File: src/rtl/tcps_pkg.sv
// Shared types, constants and helpers for the credit-driven packet shaper.
// Used by every module under rtl/; depends on nothing.
package tcps_pkg;

    localparam int QUEUE_DEPTH     = 32;
    localparam int TOKEN_FRAC_BITS = 8;
    localparam int HANDLE_BITS     = 12;

    localparam int PTR_W = $clog2(QUEUE_DEPTH);
    localparam int CNT_W = $clog2(QUEUE_DEPTH + 1);

    localparam logic [11:0] HANDLE_MASK = 12'((33'd1 << HANDLE_BITS) - 33'd1);

    localparam logic OP_ENQUEUE = 1'b0;
    localparam logic OP_TICK    = 1'b1;

    localparam logic [1:0] KIND_ACCEPTED = 2'd0;
    localparam logic [1:0] KIND_DROPPED  = 2'd1;
    localparam logic [1:0] KIND_SENT     = 2'd2;
    localparam logic [1:0] KIND_IDLE     = 2'd3;

    typedef struct packed {
        logic        opcode;
        logic [11:0] pkt_handle;
        logic [15:0] pkt_size;
        logic [23:0] credit_amount;
    } t_in_item;

    typedef struct packed {
        logic [1:0]  result_kind;
        logic [11:0] sent_handle;
        logic [15:0] sent_size;
        logic [31:0] tokens_left;
        logic [5:0]  queue_level;
        logic        last;
    } t_out_item;

    typedef struct packed {
        logic [11:0] handle;
        logic [15:0] size;
    } t_entry;

    // command handed from the front part to the back part
    typedef struct packed {
        logic        valid;
        logic        opcode;
        logic [11:0] handle;
        logic [15:0] size;
        logic [23:0] credit;
    } t_cmd;

    function automatic logic [5:0] to_level(input logic [CNT_W-1:0] c);
        logic [CNT_W+5:0] w;
        begin
            w = (CNT_W + 6)'(c);
            return w[5:0];
        end
    endfunction

endpackage

File: src/rtl/tcps_front.sv
// Front part: accepts input beats, classifies them into commands and holds
// them in a two-entry queue for the back part. Depends on tcps_pkg.
module tcps_front (
    input  logic               i_clk,
    input  logic               i_rst_n,
    input  logic               push,
    output logic               full,
    input  tcps_pkg::t_in_item i_in_item,
    output tcps_pkg::t_cmd     o_cmd,
    input  logic               i_cmd_take
);

    tcps_pkg::t_cmd r_q [2];
    logic           r_wp, n_wp;
    logic           r_rp, n_rp;
    logic [1:0]     r_cnt, n_cnt;
    tcps_pkg::t_cmd w_cmd;
    logic           w_push;

    assign full   = (r_cnt == 2'd2);
    assign w_push = push && !full;

    always_comb begin
        w_cmd.valid  = 1'b1;
        w_cmd.opcode = i_in_item.opcode;
        // mask the handle to the HANDLE_BITS bits the buffer keeps
        w_cmd.handle = i_in_item.pkt_handle & tcps_pkg::HANDLE_MASK;
        w_cmd.size   = i_in_item.pkt_size;
        w_cmd.credit = i_in_item.credit_amount;
    end

    always_comb begin
        o_cmd       = r_q[r_rp];
        o_cmd.valid = (r_cnt != 2'd0);
    end

    always_comb begin
        n_wp  = w_push ? ~r_wp : r_wp;
        n_rp  = i_cmd_take ? ~r_rp : r_rp;
        n_cnt = r_cnt + 2'(w_push) - 2'(i_cmd_take);
    end

    always_ff @(posedge i_clk) begin
        if (!i_rst_n) begin
            r_wp  <= 1'b0;
            r_rp  <= 1'b0;
            r_cnt <= 2'd0;
        end else begin
            r_wp  <= n_wp;
            r_rp  <= n_rp;
            r_cnt <= n_cnt;
        end
    end

    always_ff @(posedge i_clk) begin
        if (w_push) begin
            r_q[r_wp] <= w_cmd;
        end
    end

endmodule

File: src/rtl/tcps_back.sv
// Back part: packet buffer memory, token counter and the drain sequencer
// that turns each command into result beats. Depends on tcps_pkg.
module tcps_back (
    input  logic                i_clk,
    input  logic                i_rst_n,
    input  tcps_pkg::t_cmd      i_cmd,
    output logic                o_cmd_take,
    input  logic                i_res_space,
    output logic                o_res_push,
    output tcps_pkg::t_out_item o_res
);

    localparam logic [1:0] ST_IDLE = 2'd0;
    localparam logic [1:0] ST_RD   = 2'd1;
    localparam logic [1:0] ST_CHK  = 2'd2;

    logic [1:0]                     r_state, n_state;
    logic [31:0]                    r_tok, n_tok;
    logic [tcps_pkg::PTR_W-1:0]     r_wp, n_wp;
    logic [tcps_pkg::PTR_W-1:0]     r_rp, n_rp;
    logic [tcps_pkg::CNT_W-1:0]     r_cnt, n_cnt;
    logic                           r_pend_v, n_pend_v;
    tcps_pkg::t_out_item            r_pend, n_pend;

    tcps_pkg::t_entry r_mem [tcps_pkg::QUEUE_DEPTH];
    tcps_pkg::t_entry r_rdata;
    logic             w_we;

    logic [32:0] w_sum;
    logic [31:0] w_sat;
    logic [31:0] w_cost;
    logic        w_afford;

    assign w_sum  = {1'b0, r_tok} + 33'(i_cmd.credit);
    assign w_sat  = w_sum[32] ? 32'hFFFF_FFFF : w_sum[31:0];
    assign w_cost = 32'(r_rdata.size) << tcps_pkg::TOKEN_FRAC_BITS;
    assign w_afford = (r_cnt != '0) && (r_tok >= w_cost);

    always_comb begin
        n_state    = r_state;
        n_tok      = r_tok;
        n_wp       = r_wp;
        n_rp       = r_rp;
        n_cnt      = r_cnt;
        n_pend_v   = r_pend_v;
        n_pend     = r_pend;
        o_cmd_take = 1'b0;
        o_res_push = 1'b0;
        o_res      = '0;
        w_we       = 1'b0;

        unique case (r_state)
            ST_IDLE: begin
                if (i_cmd.valid && i_res_space) begin
                    o_cmd_take = 1'b1;
                    if (i_cmd.opcode == tcps_pkg::OP_ENQUEUE) begin
                        o_res_push = 1'b1;
                        o_res.last = 1'b1;
                        if (r_cnt == tcps_pkg::CNT_W'(tcps_pkg::QUEUE_DEPTH)) begin
                            o_res.result_kind = tcps_pkg::KIND_DROPPED;
                            o_res.tokens_left = r_tok;
                            o_res.queue_level = tcps_pkg::to_level(r_cnt);
                        end else begin
                            w_we  = 1'b1;
                            n_wp  = (r_wp == tcps_pkg::PTR_W'(tcps_pkg::QUEUE_DEPTH - 1)) ?
                                    '0 : r_wp + 1'b1;
                            n_cnt = r_cnt + 1'b1;
                            o_res.result_kind = tcps_pkg::KIND_ACCEPTED;
                            o_res.tokens_left = r_tok;
                            o_res.queue_level = tcps_pkg::to_level(n_cnt);
                        end
                    end else begin
                        n_tok = w_sat;
                        if (r_cnt == '0) begin
                            o_res_push        = 1'b1;
                            o_res.result_kind = tcps_pkg::KIND_IDLE;
                            o_res.tokens_left = w_sat;
                            o_res.queue_level = tcps_pkg::to_level(r_cnt);
                            o_res.last        = 1'b1;
                        end else begin
                            n_pend_v = 1'b0;
                            n_state  = ST_RD;
                        end
                    end
                end
            end
            ST_RD: begin
                // wait for the head entry to come out of the memory
                n_state = ST_CHK;
            end
            ST_CHK: begin
                if (w_afford) begin
                    // hold the new beat back until we know whether it is the last
                    if (!r_pend_v || i_res_space) begin
                        o_res_push = r_pend_v;
                        o_res      = r_pend;
                        n_cnt      = r_cnt - 1'b1;
                        n_tok      = (r_cnt == tcps_pkg::CNT_W'(1)) ? 32'd0 : r_tok - w_cost;
                        n_rp       = (r_rp == tcps_pkg::PTR_W'(tcps_pkg::QUEUE_DEPTH - 1)) ?
                                     '0 : r_rp + 1'b1;
                        n_pend_v   = 1'b1;
                        n_pend.result_kind = tcps_pkg::KIND_SENT;
                        n_pend.sent_handle = r_rdata.handle;
                        n_pend.sent_size   = r_rdata.size;
                        n_pend.tokens_left = n_tok;
                        n_pend.queue_level = tcps_pkg::to_level(n_cnt);
                        n_pend.last        = 1'b0;
                        n_state    = ST_RD;
                    end
                end else if (i_res_space) begin
                    o_res_push = 1'b1;
                    if (r_pend_v) begin
                        o_res = r_pend;
                    end else begin
                        o_res.result_kind = tcps_pkg::KIND_IDLE;
                        o_res.tokens_left = r_tok;
                        o_res.queue_level = tcps_pkg::to_level(r_cnt);
                    end
                    o_res.last = 1'b1;
                    n_pend_v   = 1'b0;
                    n_state    = ST_IDLE;
                end
            end
            default: begin
                n_state = ST_IDLE;
            end
        endcase
    end

    always_ff @(posedge i_clk) begin
        if (!i_rst_n) begin
            r_state  <= ST_IDLE;
            r_tok    <= 32'd0;
            r_wp     <= '0;
            r_rp     <= '0;
            r_cnt    <= '0;
            r_pend_v <= 1'b0;
        end else begin
            r_state  <= n_state;
            r_tok    <= n_tok;
            r_wp     <= n_wp;
            r_rp     <= n_rp;
            r_cnt    <= n_cnt;
            r_pend_v <= n_pend_v;
        end
    end

    always_ff @(posedge i_clk) begin
        r_pend <= n_pend;
    end

    always_ff @(posedge i_clk) begin
        if (w_we) begin
            r_mem[r_wp] <= '{handle: i_cmd.handle, size: i_cmd.size};
        end
        r_rdata <= r_mem[r_rp];
    end

endmodule

File: src/rtl/tcps_outq.sv
// Result queue: two entries between the back part and the result port,
// so the back part keeps working while a beat waits. Depends on tcps_pkg.
module tcps_outq (
    input  logic                i_clk,
    input  logic                i_rst_n,
    input  logic                i_push,
    input  tcps_pkg::t_out_item i_item,
    output logic                o_space,
    output logic                empty,
    input  logic                pop,
    output tcps_pkg::t_out_item o_item
);

    tcps_pkg::t_out_item r_q [2];
    logic                r_wp, r_rp;
    logic [1:0]          r_cnt;
    logic                w_pop;
    logic                w_push;

    assign empty   = (r_cnt == 2'd0);
    assign o_space = (r_cnt != 2'd2);
    assign o_item  = r_q[r_rp];
    assign w_pop   = pop && !empty;
    assign w_push  = i_push && o_space;

    always_ff @(posedge i_clk) begin
        if (!i_rst_n) begin
            r_wp  <= 1'b0;
            r_rp  <= 1'b0;
            r_cnt <= 2'd0;
        end else begin
            r_wp  <= w_push ? ~r_wp : r_wp;
            r_rp  <= w_pop ? ~r_rp : r_rp;
            r_cnt <= r_cnt + 2'(w_push) - 2'(w_pop);
        end
    end

    always_ff @(posedge i_clk) begin
        if (w_push) begin
            r_q[r_wp] <= i_item;
        end
    end

endmodule

File: src/rtl/trace_credit_packet_shaper.sv
// Top level of the credit-driven packet shaper: front queue, back sequencer
// and result queue. Depends on tcps_pkg, tcps_front, tcps_back, tcps_outq.
//
//  channel | handshake       | beat
//  --------+-----------------+------------------------------------------
//  input   | push / full     | i_in_item  (tcps_pkg::t_in_item)
//  result  | pop / empty     | o_out_item (tcps_pkg::t_out_item)
//
// An enqueue, or a tick on an empty queue, is handled in the idle state. Any
// other tick adds credit there, then for each released packet reads the buffer
// memory and then compares and subtracts, and at last reads the head that
// stops the drain, or finds the queue empty, and closes.
// Reset is synchronous, active low; the buffer contents are not cleared.
// A two-entry command queue and a two-entry result queue let input and
// result sides stall independently of the sequencer.
module trace_credit_packet_shaper (
    input  logic                i_clk,
    input  logic                i_rst_n,
    input  logic                push,
    output logic                full,
    input  tcps_pkg::t_in_item  i_in_item,
    output logic                empty,
    input  logic                pop,
    output tcps_pkg::t_out_item o_out_item
);

    tcps_pkg::t_cmd      w_cmd;
    logic                w_cmd_take;
    logic                w_res_space;
    logic                w_res_push;
    tcps_pkg::t_out_item w_res;

    tcps_front u_front (
        .i_clk      (i_clk),
        .i_rst_n    (i_rst_n),
        .push       (push),
        .full       (full),
        .i_in_item  (i_in_item),
        .o_cmd      (w_cmd),
        .i_cmd_take (w_cmd_take)
    );

    tcps_back u_back (
        .i_clk       (i_clk),
        .i_rst_n     (i_rst_n),
        .i_cmd       (w_cmd),
        .o_cmd_take  (w_cmd_take),
        .i_res_space (w_res_space),
        .o_res_push  (w_res_push),
        .o_res       (w_res)
    );

    tcps_outq u_outq (
        .i_clk   (i_clk),
        .i_rst_n (i_rst_n),
        .i_push  (w_res_push),
        .i_item  (w_res),
        .o_space (w_res_space),
        .empty   (empty),
        .pop     (pop),
        .o_item  (o_out_item)
    );

endmodule
File: config.mk
export PLATFORM = sky130hd
export DESIGN_NAME = trace_credit_packet_shaper
export DESIGN_NICKNAME = d
export VERILOG_FILES = /design/src/rtl/tcps_pkg.sv /design/src/rtl/tcps_front.sv /design/src/rtl/tcps_back.sv /design/src/rtl/tcps_outq.sv /design/src/rtl/trace_credit_packet_shaper.sv
export SDC_FILE = /design/constraint.sdc
export NUM_CORES = 2
export LEC_CHECK = 0
export BUFFER_PORTS_ARGS = -buffer_cell sky130_fd_sc_hd__buf_2
export CAP_MARGIN = 40
export CORE_MARGIN = 2
export CORE_UTILIZATION = 67
export CTS_BUF_LIST = sky130_fd_sc_hd__clkbuf_4 sky130_fd_sc_hd__clkbuf_8 sky130_fd_sc_hd__clkbuf_16
export DETAILED_ROUTE_END_ITERATION = 7
export PLACE_DENSITY_LB_ADDON = 0.3
export SLEW_MARGIN = 5
export SYNTH_ARGS = -nofsm -noshare
export SYNTH_HDL_FRONTEND = slang
export SYNTH_SLANG_ARGS = --single-unit
export TNS_END_PERCENT = 100
File: constraint.sdc
create_clock -name i_clk -period 10.71 [get_ports i_clk]
set_input_delay 3.213 -clock i_clk [delete_from_list [all_inputs] [get_ports i_clk]]
set_output_delay 3.213 -clock i_clk [all_outputs]
set_load 0.02 [all_outputs]
**Yosys cells after proc, flatten, opt, wreduce, memory -nomap -nowiden**

Memory sizes are Yosys's and may differ from the RTL's. A register that Yosys moved wholly into a read port is not among the register bits.
Cells that the tools add are included.

- $add $sub $neg: 10
- $mul: 0
- Divide/modulo/power cells: 0
- $lt $le $gt $ge: 1
- Equal/unequal tests: 17
- Shift-type cells: 0
- Muxes and demuxes: 69
- Bitwise gates (word level): 6
- Reductions and logical operators: 21

Operators by type and width:

| kind | count |
|---|---|
| two-way mux 69 bit | 3 |
| two-way mux 32 bit | 6 |
| two-way mux 39 bit | 3 |
| one-hot mux 39 bit (2 select lines) | 1 |
| one-hot mux 32 bit (2 select lines) | 1 |
| two-way mux 28 bit | 2 |
| two-way mux 38 bit | 1 |
| two-way mux 6 bit | 6 |
| adder 32 x 24 -> 33 bit | 1 |
| >= comparator 32 x 24 -> 1 bit | 1 |
| subtractor 32 x 24 -> 32 bit | 1 |
| two-way mux 1 bit | 30 |
| two-way mux 2 bit | 9 |
| one-hot mux 6 bit (2 select lines) | 1 |
| AND reduction 6 bit | 2 |
| adder 5 x 1 -> 5 bit (second input constant) | 2 |
| == test 5 bit (second input constant) | 2 |
| two-way mux 5 bit | 2 |
| AND reduction 5 bit | 2 |
| inequality test 2 x 1 -> 1 bit (second input constant) | 4 |
| inequality test 2 bit (second input constant) | 4 |
| adder 6 x 1 -> 6 bit (second input constant) | 1 |
| == test 6 x 1 -> 1 bit (second input constant) | 1 |
| == test 6 bit (second input constant) | 1 |
| other kinds (20) | 37 |

- Bits in registers: 125
- Latch bits: 0
- Memory bits (writable): 1140
- Bits in read-only memories: 0
- Input bits: 57
- Output and inout port bits: 71
- Logic and storage cells: 143
- Memories kept: 3

Memories:

| name | depth | width | rd ports | clocked after memory_dff | write ports | line | source |
|---|---|---|---|---|---|---|---|
| u_back.r_mem | 32 | 28 | 1 | 1 | 1 | tcps_back.sv:25 | `tcps_pkg::t_entry r_mem [tcps_pkg::QUEUE_DEPTH];` |
| u_outq.r_q | 2 | 69 | 1 | 1 | 1 | tcps_outq.sv:14 | `tcps_pkg::t_out_item r_q [2];` |
| u_front.r_q | 2 | 53 | 1 | 1 | 1 | tcps_front.sv:13 | `tcps_pkg::t_cmd r_q [2];` |

**Logic depth before layout (Yosys ltp)**

- Depth in word-level cells: 8
- Gate-level depth with buffers: 15
- Mapped depth without buffers: 13

**Modules after synthesis**

A second synthesis with hierarchy kept.

- Cells, all modules: 2756
- Area, all modules: 52613.0 sq um

By module, submodules not included:

| module | instances | cells each | area an instance (sq um) | sequential area each (sq um) |
|---|---|---|---|---|
| tcps_back | 1 | 2327 | 43055.0 | 30469.2 |
| tcps_outq | 1 | 239 | 5252.5 | 4244.1 |
| tcps_front | 1 | 190 | 4305.4 | 3283.1 |

**Worst setup path after synthesis**

OpenSTA, ideal clock, no wires.

- Path type: in2reg
- From: in push
- To: mem u_front.r_q[0][0] in the netlist's numbering, enable pin
- Setup time: 464 ps
- Arrival: 5521 ps
- Required time: 10246 ps
- Path slack: 4725 ps
- Stages on the path: 2
- Buffers on the path: 0
- Cells stage by stage: nand2_1 > nor2_1

- Word-level cells in the longest chain between the ends: 3

Ends and longest elaborated chain:

| element | line | source |
|---|---|---|
| start, declared | trace_credit_packet_shaper.sv:19 | `input logic push,` |
| logical AND 1 bit | tcps_front.sv:21 | `assign w_push = push && !full;` |
| two-way mux 1 bit | tcps_front.sv:56 | `if (w_push) begin` |
| two-way mux 1 bit (not written as such) | tcps_front.sv:57 | `r_q[r_wp] <= w_cmd;` |
| end, declared | tcps_front.sv:13 |  |

No other way between the ends.

==> implementation parameters <==
Parameter                              Value

Outcome
  Run status    finished, final reports clean

Setup path
  Crit path largest cell delay    640 ps
  Type of origin of the critical path    register
  Sort of element at the end of the critical path    primary output
  Cell type of the slowest stage on the worst timing path    buf_4
  FF-to-FF End    u_back.r_pend[31]
  Cells traversed along the worst timing path    buf_4, mux2_2, buf_2
  Class of the most critical setup path    reg -> out
  Maximum fanout along the worst path    slightly below 70
  Reg-to-reg slack, setup    a little under 6000 ps
  Source of the worst register-to-register timing path    u_back.r_tok[8]
  Number of cells traversed by the worst register-to-register path    11
  Crit path required time    ~7500 ps
  Critical path data arrival time    2310 ps

Die
  Effective utilization at floorplan    about 68%
  Placeable core area    77340 um^2
  Die span in y    about 280 um
  Number of placement rows    about 100
  Total die area    80350 um^2
  Top-level port count    128
  X dimension of the die    approximately 280 um

STA
  Final max-slew violation count    0
  Fin. Hold Viols    0
  RSZ-0062 raised after global routing    false
  Highest achievable clock rate    0.1810 GHz
  Setup TNS after final layout    0 ps
  Setup-violating endpoint count in the final report    0
  Fraction of the cycle the final worst path needs    about half
  Worst slew margin    just under 40%
  Measured slew at the worst slew-check pin    around 920 ps
  Final critical delay including setup and external delays    between 5000 and 6000 ps
  Post-Route Skew    54.14 ps

CTS
  Clock transition at the register clock pins on the worst setup and hold paths after CTS    about 60 ps
  Longest Clk Path Bufs    3
  Clock Tree Root    clkbuf_16
  Clock net sink count    1295
  Clock tree from TritonCTS    built
  PostCTS Resize Cnt    0
  Insertion delay to the later sink of the worst-skew pair    710 ps
  CTS Buf Count    120
  Number of hold-repair buffers added at the cts stage    0
  Depth of the CTS H-tree    3
  Number of buffers inserted to repair setup after CTS    0

Hold path
  Number of instances on the worst hold path    0
  Worst Hold Class    reg -> reg
  Hold Crit Start    u_back.r_rdata[22]
  Worst Hold End    u_back.r_pend[61]

Layout
  Fraction of layout instances using a drive strength above 1    between 20% and 30%
  Final net count    3066
  Final core utilization    between 70% and 80%
  Post-route design area    ~60000 um^2
  Number of inserted filler cells in the final layout    4165
  Area Growth Syn to Fin    12.15%

Job
  MaxCap Viol Count    0

Logic synthesis
  Top_reg_cell synth    edfxtp_1
  Post-synthesis net count    2888
  Cell variety after synth    87
  Syn. warnings    0
  Cell area after synthesis    about 52000 um^2
  Post-synthesis register bit count    1295
  Syn avg cell area    roughly 19 um^2
  EDFF count, synth    around 1200
  Sequential area share after synthesis    72.61%
  Post-synthesis cell count    2774
  Async set-reset flop share out of synthesis    0%

Detailed routing
  Number of nets with antenna violations after routing    0
  Violation count after the first detailed-route iteration    3807
  Via density per instance    slightly below 7
  First-pass iteration count of the detailed router    6
  Average wire per cell in the routed design    ~32 um
  Detailed-route wire length    130500 um
  Post-route DRC    0
  Count of vias placed by the detailed router    28273

Global route
  Tot GR Track Use    32.87%
  Antenna violations before repair    7
  Via count of the first global-routing pass    28438
  Pin count of the biggest net entering global routing    70
  Remaining global-route overflow    0
  Global-route wire length before repair    approximately 190000 um

Power and ir drop
  LEAKAGE    approximately 19 nW
  Peak VDD IR    0.1809 mV
  Power density relative to cell area    240.0 nW/um^2

Placed design
  Weighted congestion at the end of routability-driven global placement    about 0.92
  Sum of net half-perimeters after detailed placement    roughly 73000 um
  Number of buffers inserted by port buffering    ~130
  Cell Area, Placed    roughly 55000 um^2
==> kinds of logic (layout without fill, tap and decap cells) <==
logic type | after synthesis | in the layout | share of synthesized area [%]
and+or+nand+nor | 392 | 392 | 3.701
adders and majority gates | 57 | 57 | 1.392
DFF | 1295 | 1295 | 72.61
AOI/OAI and AO/OA | 345 | 345 | 4.435
buffers and inverters | 198 | 481 | 1.607
muxes | 438 | 438 | 15.43
other | 0 | 2 | 0
xor gates and xnor gates | 49 | 49 | 0.8202
==> metal layers <==
layer | routed length, um | vias to the layer above | share of wire [%] | GRT usage, %
li1 | - | 11600 | - | -
met1 | 48380 | 14512 | 37 | 45.39
met2 | 64440 | 1864 | 49 | 53.63
met3 | 13060 | 295 | 10 | 6.359
met4 | 4638 | 2 | 3.6 | 11.39
met5 | 13 | - | 0.010 | 0
==> cells in the final DEF, fill, tap and decap left out, drive strengths merged, types with 39 or more instances in the layout <==
master / count
and2: 47
mux4: 280
nand2: 101
dfxtp: 89
edfxtp: 1206
clkbuf: 172
mux2: 150
a21oi: 104
clkinv: 39
buf: 204
ha: 55
inv: 52
nor2: 113
o21ai: 75
==> cell usage after synthesis (46+ instances only) <==
| library cell | count | area, um^2 |
|---|---|---|
| edfxtp_1 | 1206 | 36210 |
| mux4_2 | 280 | 6306 |
| mux2_2 | 150 | 1689 |
| nor2_1 | 112 | 420.4 |
| a21oi_1 | 102 | 510.5 |
| nand2_1 | 99 | 371.6 |
| dfxtp_1 | 89 | 1782 |
| clkbuf_1 | 73 | 274.0 |
| o21ai_0 | 73 | 365.4 |
| ha_1 | 55 | 688.2 |
| inv_1 | 48 | 180.2 |
| and2_1 | 46 | 287.8 |
==> where the power goes <==
group	internal [mW]	switching, mW
clock network	2.50	1.84
logic	1.06	2.10
registers	6.36	0.227
==> worst max path at each step <==
| stage | start | end | slack [ps] |
|---|---|---|---|
| floorplan | push | u_front.r_q[0][0] | 4730 |
| CTS | register | o_out_item[41] | 5150 |
| detailed placement | i_rst_n | u_back.r_tok[25] | 5840 |
| finish | register | o_out_item[41] | 5180 |
| global placement | i_rst_n | u_back.r_tok[25] | 5940 |
| global route | register | o_out_item[41] | 5090 |
==> layout make-up <==
class	count	area, um^2	area share (%)
sequential	1295	38010	64.77
multi-input combinational	1281	13720	23.37
clock buffer	172	3537	6.027
timing repair buffer	204	1398	2.382
tap	1040	1301	2.217
clock inverter	55	526.8	0.8976
inverter	50	187.7	0.3198
antenna	2	5.005	0.008528
==> registers in the layout, indices dropped and copies added, names as in the netlist, 2 cells and up, named ones only <==
register,cells
u_back.r_tok,32
u_outq.r_cnt,2
u_back.r_state,2
u_back.r_mem,896
u_back.r_pend,66
u_back.r_rdata,28
u_back.r_wp,5
u_back.r_rp,5
u_outq.r_q,138
u_back.r_cnt,6
u_front.r_q,106
u_front.r_cnt,2
==> metrics by stage <==
stage	total power, mW	instances	worst slack [ps]	hold WS (ps)
final	14.08	4099	5184	403.2
after global routing	14.56	4099	5090	425.8
after CTS	14.07	4097	5148	404.9
after detailed placement	9.747	3870	5839	391.0
after global placement	9.606	3856	5945	390.1
after floorplan	8.740	2774	4725	385.5
==> critical path, delay by kind of cell (launching register included) <==
family	cells	cell delay (ps)
buffers and inverters	2	810
flip-flops	1	310
multiplexers	1	430
No activity file was read; power rests on OpenSTA's default activity.
